**config.mk**
```make
export PLATFORM = sky130hd
export DESIGN_NAME = one_wire_bus_master
export DESIGN_NICKNAME = d
export VERILOG_FILES = /design/src/rtl/owbm_pkg.sv /design/src/rtl/one_wire_bus_master.sv /design/src/rtl/owbm_step.sv
export SDC_FILE = /design/constraint.sdc
export NUM_CORES = 1
export LEC_CHECK = 0
export BUFFER_PORTS_ARGS = -buffer_cell sky130_fd_sc_hd__buf_2
export CAP_MARGIN = 10
export CELL_PAD_IN_SITES_DETAIL_PLACEMENT = 0
export CELL_PAD_IN_SITES_GLOBAL_PLACEMENT = 1
export CORE_UTILIZATION = 35
export CTS_BUF_LIST = sky130_fd_sc_hd__clkbuf_8
export CTS_CLUSTER_DIAMETER = 50
export CTS_CLUSTER_SIZE = 14
export DETAILED_ROUTE_END_ITERATION = 10
export GPL_TIMING_DRIVEN = 0
export PLACE_DENSITY_LB_ADDON = 0.1
export SLEW_MARGIN = 20
export SYNTH_ARGS = -nofsm -noshare
export SYNTH_HDL_FRONTEND = slang
export SYNTH_SLANG_ARGS = --single-unit
```
**constraint.sdc**
```tcl
create_clock -name clk -period 5.15 [get_ports clk]
set_clock_uncertainty 0.1 [all_clocks]
set_input_delay 1.545 -clock clk [delete_from_list [all_inputs] [get_ports clk]]
set_output_delay 1.545 -clock clk [all_outputs]
set_load 0.1 [all_outputs]
```
**src/rtl/owbm_pkg.sv**
```systemverilog
package owbm_pkg;

    localparam int unsigned TIMER_W = 10;
    localparam int unsigned CFG_IDX_W = 3;
    localparam int unsigned CFG_DATA_W = 10;

    localparam logic [1:0] ACT_TICK = 2'd0;
    localparam logic [1:0] ACT_RESET = 2'd1;
    localparam logic [1:0] ACT_BYTE = 2'd2;

    localparam logic [1:0] STATUS_PRESENCE = 2'd0;
    localparam logic [1:0] STATUS_NO_DEVICE = 2'd1;
    localparam logic [1:0] STATUS_STUCK = 2'd2;

    localparam logic [CFG_IDX_W-1:0] REG_RESET_LOW_TIME = 3'd0;
    localparam logic [CFG_IDX_W-1:0] REG_PRESENCE_DELAY = 3'd1;
    localparam logic [CFG_IDX_W-1:0] REG_RESET_TAIL_TIME = 3'd2;
    localparam logic [CFG_IDX_W-1:0] REG_SLOT_LOW_TIME = 3'd3;
    localparam logic [CFG_IDX_W-1:0] REG_SLOT_SAMPLE_DELAY = 3'd4;
    localparam logic [CFG_IDX_W-1:0] REG_SLOT_TAIL_TIME = 3'd5;
    localparam logic [CFG_IDX_W-1:0] REG_IDLE_CHECK_LIMIT = 3'd6;

    localparam logic [9:0] RESET_LOW_TIME_INIT = 10'd480;
    localparam logic [9:0] PRESENCE_DELAY_INIT = 10'd66;
    localparam logic [9:0] RESET_TAIL_TIME_INIT = 10'd414;
    localparam logic [5:0] SLOT_LOW_TIME_INIT = 6'd1;
    localparam logic [5:0] SLOT_SAMPLE_DELAY_INIT = 6'd14;
    localparam logic [6:0] SLOT_TAIL_TIME_INIT = 7'd45;
    localparam logic [7:0] IDLE_CHECK_LIMIT_INIT = 8'd128;

    localparam logic [3:0] BITS_PER_BYTE = 4'd8;

    typedef enum logic [3:0] {
        PH_IDLE      = 4'd0,
        PH_RCHK      = 4'd1,
        PH_RLOW      = 4'd2,
        PH_RPRES     = 4'd3,
        PH_RTAIL     = 4'd4,
        PH_SLOW      = 4'd5,
        PH_SSAMP     = 4'd6,
        PH_STAIL_REL = 4'd7,
        PH_STAIL_LOW = 4'd8,
        PH_SGAP      = 4'd9
    } phase_t;

    typedef struct packed {
        logic [1:0] action;
        logic [7:0] data_byte;
        logic       line_level;
    } owbm_in_t;

    typedef struct packed {
        logic       drive_low;
        logic       busy_res;
        logic       done_res;
        logic [7:0] received_byte;
        logic [1:0] reset_status;
        logic       command_rejected;
    } owbm_out_t;

    typedef struct packed {
        logic [9:0] reset_low_time;
        logic [9:0] presence_delay;
        logic [9:0] reset_tail_time;
        logic [5:0] slot_low_time;
        logic [5:0] slot_sample_delay;
        logic [6:0] slot_tail_time;
        logic [7:0] idle_check_limit;
    } owbm_cfg_t;

    typedef struct packed {
        phase_t             phase;
        logic [TIMER_W-1:0] timer;
        logic [7:0]         shift_byte;
        logic [3:0]         bit_count;
        logic [1:0]         last_status;
    } owbm_state_t;

endpackage

```
**src/rtl/one_wire_bus_master.sv**
```systemverilog
// The block is a 1-Wire bus master. Each transaction on the command channel
// (cmd_valid, cmd_stall, cmd) is either a one-microsecond tick carrying the
// sampled line level, a reset command or a byte transfer command.
// Every accepted transaction produces exactly one transaction on the result
// channel (res_valid, res_stall, res), which carries the drive level for the
// next microsecond, the busy and done flags, the received byte, the last
// reset status and a flag for a command rejected while busy.
// A result appears in the cycle after its command is accepted, and one command
// can be accepted in every cycle while the result is not stalled; the rate is set
// by the single state update between the state registers and the result register.
// When the receiver stalls, the result register holds its transaction and
// cmd_stall is raised, so no further command is taken until it is drained.
// Timing registers are written over the cfg channel (cfg_valid, cfg_ready,
// cfg_index, cfg_data), which is always ready; writes should be made while
// the bus master is idle. Indexes beyond the last register are ignored.
// Reset returns the state to idle, clears the received byte and status,
// empties the result register and restores the default timings.
module one_wire_bus_master (
    input  logic                                clk,
    input  logic                                rst_n,
    input  logic                                cmd_valid,
    output logic                                cmd_stall,
    input  owbm_pkg::owbm_in_t                  cmd,
    output logic                                res_valid,
    input  logic                                res_stall,
    output owbm_pkg::owbm_out_t                 res,
    input  logic                                cfg_valid,
    output logic                                cfg_ready,
    input  logic [owbm_pkg::CFG_IDX_W-1:0]      cfg_index,
    input  logic [owbm_pkg::CFG_DATA_W-1:0]     cfg_data
);

    owbm_pkg::owbm_state_t state_reg;
    owbm_pkg::owbm_state_t state_next;
    owbm_pkg::owbm_cfg_t   cfg_reg;
    owbm_pkg::owbm_out_t   res_reg;
    owbm_pkg::owbm_out_t   res_next;
    logic                  res_valid_reg;
    logic                  cmd_accept;

    assign cmd_stall = res_valid_reg & res_stall;
    assign cmd_accept = cmd_valid & ~cmd_stall;
    assign cfg_ready = 1'b1;
    assign res_valid = res_valid_reg;
    assign res = res_reg;

    owbm_step u_step (
        .st      (state_reg),
        .item    (cmd),
        .cfg     (cfg_reg),
        .st_next (state_next),
        .res     (res_next)
    );

    always_ff @(posedge clk or negedge rst_n)
    begin
        if (!rst_n)
        begin
            state_reg.phase <= owbm_pkg::PH_IDLE;
            state_reg.timer <= '0;
            state_reg.shift_byte <= '0;
            state_reg.bit_count <= '0;
            state_reg.last_status <= '0;
            res_valid_reg <= 1'b0;
        end
        else
        begin
            if (cmd_accept)
            begin
                state_reg <= state_next;
                res_valid_reg <= 1'b1;
            end
            else if (!res_stall)
            begin
                res_valid_reg <= 1'b0;
            end
        end
    end

    always_ff @(posedge clk)
    begin
        if (cmd_accept)
        begin
            res_reg <= res_next;
        end
    end

    always_ff @(posedge clk or negedge rst_n)
    begin
        if (!rst_n)
        begin
            cfg_reg.reset_low_time <= owbm_pkg::RESET_LOW_TIME_INIT;
            cfg_reg.presence_delay <= owbm_pkg::PRESENCE_DELAY_INIT;
            cfg_reg.reset_tail_time <= owbm_pkg::RESET_TAIL_TIME_INIT;
            cfg_reg.slot_low_time <= owbm_pkg::SLOT_LOW_TIME_INIT;
            cfg_reg.slot_sample_delay <= owbm_pkg::SLOT_SAMPLE_DELAY_INIT;
            cfg_reg.slot_tail_time <= owbm_pkg::SLOT_TAIL_TIME_INIT;
            cfg_reg.idle_check_limit <= owbm_pkg::IDLE_CHECK_LIMIT_INIT;
        end
        else if (cfg_valid && cfg_ready)
        begin
            unique case (cfg_index)
                owbm_pkg::REG_RESET_LOW_TIME:
                    cfg_reg.reset_low_time <= cfg_data;
                owbm_pkg::REG_PRESENCE_DELAY:
                    cfg_reg.presence_delay <= cfg_data;
                owbm_pkg::REG_RESET_TAIL_TIME:
                    cfg_reg.reset_tail_time <= cfg_data;
                owbm_pkg::REG_SLOT_LOW_TIME:
                    cfg_reg.slot_low_time <= cfg_data[5:0];
                owbm_pkg::REG_SLOT_SAMPLE_DELAY:
                    cfg_reg.slot_sample_delay <= cfg_data[5:0];
                owbm_pkg::REG_SLOT_TAIL_TIME:
                    cfg_reg.slot_tail_time <= cfg_data[6:0];
                owbm_pkg::REG_IDLE_CHECK_LIMIT:
                    cfg_reg.idle_check_limit <= cfg_data[7:0];
                default:
                begin
                end
            endcase
        end
    end

    a_bit_count_range: assert property (@(posedge clk) disable iff (!rst_n)
        state_reg.bit_count <= owbm_pkg::BITS_PER_BYTE)
        else $error("bit counter beyond one byte");

    a_result_follows: assert property (@(posedge clk) disable iff (!rst_n)
        cmd_accept |=> res_valid_reg)
        else $error("accepted transaction produced no result");

    a_done_idle: assert property (@(posedge clk) disable iff (!rst_n)
        res_valid_reg && res_reg.done_res |-> !res_reg.busy_res)
        else $error("completion reported while still busy");

    a_reject_busy: assert property (@(posedge clk) disable iff (!rst_n)
        res_valid_reg && res_reg.command_rejected |-> res_reg.busy_res)
        else $error("command rejected while idle");

    a_idle_released: assert property (@(posedge clk) disable iff (!rst_n)
        res_valid_reg && !res_reg.busy_res |-> !res_reg.drive_low)
        else $error("line driven low while idle");

endmodule

```
**src/rtl/owbm_step.sv**
```systemverilog
module owbm_step (
    input  owbm_pkg::owbm_state_t st,
    input  owbm_pkg::owbm_in_t    item,
    input  owbm_pkg::owbm_cfg_t   cfg,
    output owbm_pkg::owbm_state_t st_next,
    output owbm_pkg::owbm_out_t   res
);

    logic                         expired;
    logic [owbm_pkg::TIMER_W-1:0] timer_dec;
    logic [3:0]                   count_inc;
    logic                         done;
    logic                         rejected;
    logic                         drive;

    assign expired = (st.timer <= owbm_pkg::TIMER_W'(1));
    assign timer_dec = expired ? '0 : st.timer - owbm_pkg::TIMER_W'(1);
    assign count_inc = st.bit_count + 4'd1;

    always_comb
    begin
        st_next = st;
        done = 1'b0;
        rejected = 1'b0;
        unique case (item.action)
            owbm_pkg::ACT_TICK:
            begin
                unique case (st.phase)
                    owbm_pkg::PH_IDLE:
                    begin
                    end
                    owbm_pkg::PH_RCHK:
                    begin
                        if (item.line_level)
                        begin
                            st_next.phase = owbm_pkg::PH_RLOW;
                            st_next.timer = cfg.reset_low_time;
                        end
                        else
                        begin
                            st_next.timer = timer_dec;
                            if (expired)
                            begin
                                st_next.last_status = owbm_pkg::STATUS_STUCK;
                                st_next.phase = owbm_pkg::PH_IDLE;
                                done = 1'b1;
                            end
                        end
                    end
                    owbm_pkg::PH_RLOW:
                    begin
                        st_next.timer = timer_dec;
                        if (expired)
                        begin
                            st_next.phase = owbm_pkg::PH_RPRES;
                            st_next.timer = cfg.presence_delay;
                        end
                    end
                    owbm_pkg::PH_RPRES:
                    begin
                        st_next.timer = timer_dec;
                        if (expired)
                        begin
                            st_next.last_status = item.line_level ?
                                owbm_pkg::STATUS_NO_DEVICE : owbm_pkg::STATUS_PRESENCE;
                            st_next.phase = owbm_pkg::PH_RTAIL;
                            st_next.timer = cfg.reset_tail_time;
                        end
                    end
                    owbm_pkg::PH_RTAIL:
                    begin
                        st_next.timer = timer_dec;
                        if (expired)
                        begin
                            st_next.phase = owbm_pkg::PH_IDLE;
                            done = 1'b1;
                        end
                    end
                    owbm_pkg::PH_SLOW:
                    begin
                        st_next.timer = timer_dec;
                        if (expired)
                        begin
                            st_next.phase = owbm_pkg::PH_SSAMP;
                            st_next.timer = {4'd0, cfg.slot_sample_delay};
                        end
                    end
                    owbm_pkg::PH_SSAMP:
                    begin
                        st_next.timer = timer_dec;
                        if (expired)
                        begin
                            st_next.shift_byte = {item.line_level, st.shift_byte[7:1]};
                            st_next.phase = st.shift_byte[0] ?
                                owbm_pkg::PH_STAIL_REL : owbm_pkg::PH_STAIL_LOW;
                            st_next.timer = {3'd0, cfg.slot_tail_time};
                        end
                    end
                    owbm_pkg::PH_STAIL_REL, owbm_pkg::PH_STAIL_LOW:
                    begin
                        st_next.timer = timer_dec;
                        if (expired)
                        begin
                            st_next.bit_count = count_inc;
                            if (count_inc >= owbm_pkg::BITS_PER_BYTE)
                            begin
                                st_next.phase = owbm_pkg::PH_IDLE;
                                done = 1'b1;
                            end
                            else
                            begin
                                st_next.phase = owbm_pkg::PH_SGAP;
                            end
                        end
                    end
                    owbm_pkg::PH_SGAP:
                    begin
                        st_next.phase = owbm_pkg::PH_SLOW;
                        st_next.timer = {4'd0, cfg.slot_low_time};
                    end
                    default:
                    begin
                        st_next.phase = owbm_pkg::PH_IDLE;
                    end
                endcase
            end
            owbm_pkg::ACT_RESET:
            begin
                if (st.phase != owbm_pkg::PH_IDLE)
                begin
                    rejected = 1'b1;
                end
                else
                begin
                    st_next.phase = owbm_pkg::PH_RCHK;
                    st_next.timer = {2'd0, cfg.idle_check_limit};
                end
            end
            owbm_pkg::ACT_BYTE:
            begin
                if (st.phase != owbm_pkg::PH_IDLE)
                begin
                    rejected = 1'b1;
                end
                else
                begin
                    st_next.shift_byte = item.data_byte;
                    st_next.bit_count = 4'd0;
                    st_next.phase = owbm_pkg::PH_SLOW;
                    st_next.timer = {4'd0, cfg.slot_low_time};
                end
            end
            default:
            begin
            end
        endcase
    end

    always_comb
    begin
        unique case (st_next.phase)
            owbm_pkg::PH_RLOW, owbm_pkg::PH_SLOW, owbm_pkg::PH_STAIL_LOW:
                drive = 1'b1;
            owbm_pkg::PH_SSAMP:
                drive = ~st_next.shift_byte[0];
            default:
                drive = 1'b0;
        endcase
        res.drive_low = drive;
        res.busy_res = (st_next.phase != owbm_pkg::PH_IDLE);
        res.done_res = done;
        res.received_byte = st_next.shift_byte;
        res.reset_status = st_next.last_status;
        res.command_rejected = rejected;
    end

endmodule
```
# After elaboration in Yosys (flattened, before gate mapping)
# Cells that the tools add are included.
[classes]
eq_ne = 27
n_lt_le_gt_ge = 2
n_reduce_logical = 20
add_sub_neg = 2
n_mux = 34
bitwise = 4
[op_table]
columns = ["operator", "n"]
rows = [
  ["two-way mux 14 bit", 5],
  ["one-hot mux 10 bit (7 select lines)", 1],
  ["one-hot mux 14 bit (3 select lines)", 1],
  ["one-hot mux 4 bit (9 select lines)", 1],
  ["two-way mux 26 bit", 1],
  ["== test 4 x 3 -> 1 bit (second input constant)", 6],
  ["two-way mux 4 bit", 6],
  ["one-hot mux 12 bit (2 select lines)", 1],
  ["two-way mux 22 bit", 1],
  ["AND reduction 2 bit", 7],
  ["== test 4 x 2 -> 1 bit (second input constant)", 3],
  ["== test 4 bit (second input constant)", 3],
  ["less-or-equal comparator 10 x 1 -> 1 bit (second input constant)", 1],
  ["two-way mux 10 bit", 1],
  ["AND reduction 5 bit", 2],
  ["subtractor 10 x 1 -> 10 bit (second input constant)", 1],
  ["== test 3 bit (second input constant)", 3],
  ["two-way mux 1 bit", 8],
  ["two-way mux 2 bit", 4],
  ["two-way mux 8 bit", 1],
  ["inequality test 8 bit (second input constant)", 1],
  ["nonzero test 4 bit", 2],
  ["== test 3 x 2 -> 1 bit (second input constant)", 2],
  ["inequality test 2 bit (second input constant)", 3],
  ["19 further kinds", 24],
]
[totals]
out_inout_bits = 17
regBits = 100
inputBits = 29
elab_cells = 108

# Logic depth before layout (Yosys ltp)
[logic_depth]
ltp_word = 9
depth_mapped = 11
mapped_depth_nobuf = 9

# Modules after synthesis
# From an unflattened synthesis, not the netlist that was laid out.
[hier_totals]
hier_cells = 563
hier_area_um2 = 6188.4
[by_module_without_submodules]
columns = ["mod", "seq_area_each_um2", "cells_each", "area_each_um2", "n_inst"]
rows = [
  ["one_wire_bus_master", 2598.7, 205, 3838.7, 1],
  ["owbm_step", 0.0, 358, 2349.8, 1],
]

# Least setup slack after synthesis
# OpenSTA, ideal clock, no wires.
[synth_timing]
path_type = "input port to flip-flop"
start = "input cmd[9] (netlist name)"
end = "register res_reg (netlist bit res[12]), data pin"
required_ns = 4.778
setup_time_ns = 0.272
stages = 8
path_buffers = 1
setup_slack_ns = 1.247
t_arrival_ns = 3.532
path_cell_list = "inv_1 ha_1 or3_1 buf_2 o21bai_1 a211o_1 o32a_1 or4b_1"
[synth_lines]
columns = ["item", "line", "rtl"]
rows = [
  ["from (decl)", "one_wire_bus_master.sv:23", "input owbm_pkg::owbm_in_t cmd,"],
  ["to (signal assigned)", "one_wire_bus_master.sv:84", "res_reg <= res_next;"],
  ["to (decl)", "one_wire_bus_master.sv:36", "owbm_pkg::owbm_out_t res_reg;"],
]

==> impl_results.md <==
- Grt peak-use layer: met2
- Setup-failing EPs final: 0
- Max Freq: about 260 MHz
- Type of the worst setup path: primary input to register
- Buf/Inv on CP: 3
- Most frequent cells in the layout: dfrtp_1 (65), mux2_2 (56), nand2_1 (49)
- Initial antenna violation count: 0
- Drt pass-1 iters: 5
- H-tree depth: 3
- Final antenna-violating net count: 0
- Async SR Flop Fraction: 86.0%
- Clock slew at reported path FFs: roughly 0.090 ns
- Cells after Synth: between 500 and 600
- Sequential share of the synthesized area: 46.0%
- Clk root buf: clkbuf_8
- Worst path cell trace: buf_2, inv_1, ha_1, or3_1, buf_2, o21bai_1, a211o_1, o32a_1, or4b_1
- Worst path required time: 5.17 ns
- Largest net degree at the start of global routing: 73
- Slowest Stage Delay on Critical Path: slightly below 0.5 ns
- Tcrit/Tclk final: approximately 75%
- Reg2Reg Depth: 10
- Die height: between 100 and 150 um
- Max Cap Violations: 0
- I/O Pins: 46
- RR Startpoint: state_reg[14]
- Main synth FF type: dfrtp_1
- CP dominant cell by count: buf_2
- Pre-CTS setup slack: 0.904 ns
- Beginning of the worst hold path: state_reg[0]
- Peak supply drop: 0.257 mV
- Endpoints failing hold: 0
- First-pass GRT wire length: between 20000 and 25000 um
- Met2 GRT Util: 32.5%
- TritonCTS Buffers: 9
- Final net count: ~620
- Synth Warn #: 0
- Initial Utilization: around 36%
- Post-CTS setup buffer count: 0
- DRC Markers: 0
- Final GP Congestion: roughly 0.8
- Layout area overhead: 12.7%
- Die Area: between 15000 and 20000 sq um
- Data arrival, critical path: approximately 4 ns
- Max reg flops: 57
- Cell taking the most area after synthesis: dfrtp_1
- Max-slew violations: 0
- Commonest non-fill, non-tap cell in the layout: dfrtp_1
- Wire per inst: 19.3 um
- Depth of the worst hold-timing path: 2
- Antenna diode count: 0
- Layout cells sized above 1: around 27%
- CTS resizes: 0
- GRT met1 Usage: 26.2%
- Clk sinks: 100
- CP startpoint kind: primary input
- CTS tree: built
- Port bufs: 42
- Final WL: 15500 um
- Worst setup margin: between 1 and 1.5 ns
- Die span in x: between 100 and 150 um
- Cell row count: 46
- DR vias: approximately 4400
- Slowest CP cell: or4b_1
- RSZ-0062 raised after global routing: false
- Mapped Avg Cell Area: approximately 11 sq um
- #FFs+latches synth: 100
- Leakage: ~2.7 nW
- CTS max path bufs: 2
- Hold buffer count at CTS: 0
- Crit path launch: cmd[9]
- Post-synth EDFFs: 14
- Average vias per placed instance: approximately 5.5
- Synth top area share: between 20% and 30%
- Core Area: 15800 sq um
- Setup TNS: 0 ns
- Status: complete, no violations
- Vias in the first global route: between 4000 and 5000
- Drt initial violations: between 200 and 300
- Power per cell area: 552 nW/um^2
- Worst Tran Pin Value: 1.11 ns
- Clk_lat worst skew: ~0.38 ns
- Post-synth cell types: 73
- Mapped cell area: ~5600 sq um
- GR Overflow Total: 0
- Syn_nets: 567
- Rel. slew slack: 26.1%
- Grt met3 use: approximately 3.8%
- Top cells by area, synth: dfrtp_1 (29%), mux2_2 (11%), dfstp_2 (9.8%)
- Worst hold-check path type: register to register
- Delay-heaviest family, CP: compound AO/OA/AOI/OAI gates
- Post-layout util: approximately 40%
- CP Max Fanout: 7
- Minimum clock period: around 3.9 ns
- Worst Setup End Kind: register
- Total GRT Usage: ~20%
- Crit. path cell count: 9
- HPWL after DPL: ~11000 um
==> synthesized netlist by cell type (7+ instances only) <==
master / number
dfstp_2: 21
a221oi_1: 8
o21ai_0: 9
a22o_1: 22
mux2_1: 7
a21o_1: 13
inv_1: 10
nor2_1: 25
dfrtp_1: 65
nand2_1: 49
a22oi_1: 11
nor2b_1: 8
o31ai_1: 8
ha_1: 8
clkbuf_1: 19
a21oi_1: 26
mux2_2: 56
nor3_1: 15
o21ai_1: 19
nand2b_1: 8
edfxtp_1: 14
==> kinds of logic (layout without fill, tap and decap cells) <==
family          after synthesis  in the layout  share of synthesized area (%)
simple gates                152            152                           14.6
compound gates              147            147                           18.2
flops                       100            100                           46.0
mux                          69             69                           13.6
buf+inv                      46            105                           4.70
fa+ha+maj                     8              8                           1.77
xor+xnor                      7              7                           1.09
other cells                   1              1                         0.0664
==> layout make-up <==
type	instances	area, sq um
clock inverter	7	72.6
tap	216	270
sequential	100	2600
buffer	36	229
fill	1577	9460
timing repair buffer	43	244
multi-input combinational	384	2790
inverter	10	37.5
clock buffer	9	124
==> report_power, final <==
part           internal, mW  total [mW]  switching, mW
logic                 0.682        1.82           1.14
clock network         0.228       0.514          0.286
registers              1.03        1.18          0.144
==> worst min-delay path, cell delays in order, from the launching register on <==
cell,delay (ns)
dfrtp_1,0.36
nand2_1,0.05
nand2_1,0.06
==> per-stage QoR <==
step	std cells	area, sq um	hold slack (ns)	power, mW
after floorplan	530	5650	0.347	2.51
final	805	6370	0.397	3.51
after CTS	805	6360	0.401	3.54
after global placement	788	6130	0.367	3.01
after global routing	805	6370	0.426	3.76
after detailed placement	789	6160	0.372	3.01
==> metal layers <==
metal  routed length (um)  up-vias
li1                     -     2076
met1                 7250     2214
met2                 7260      108
met3                  592       27
met4                  399        0
met5                    0        -
==> final timing paths <==
check / to / slack [ns]
max: res[12] / 1.28
min: state_reg[0] / 0.40
max reg2reg: state_reg[23] / 1.72
min reg2reg: state_reg[0] / 0.40
max in group asynchronous: cfg_reg[53] / 3.43
min in group asynchronous: state_reg[10] / 0.88
(Power assumes the default switching activity.)
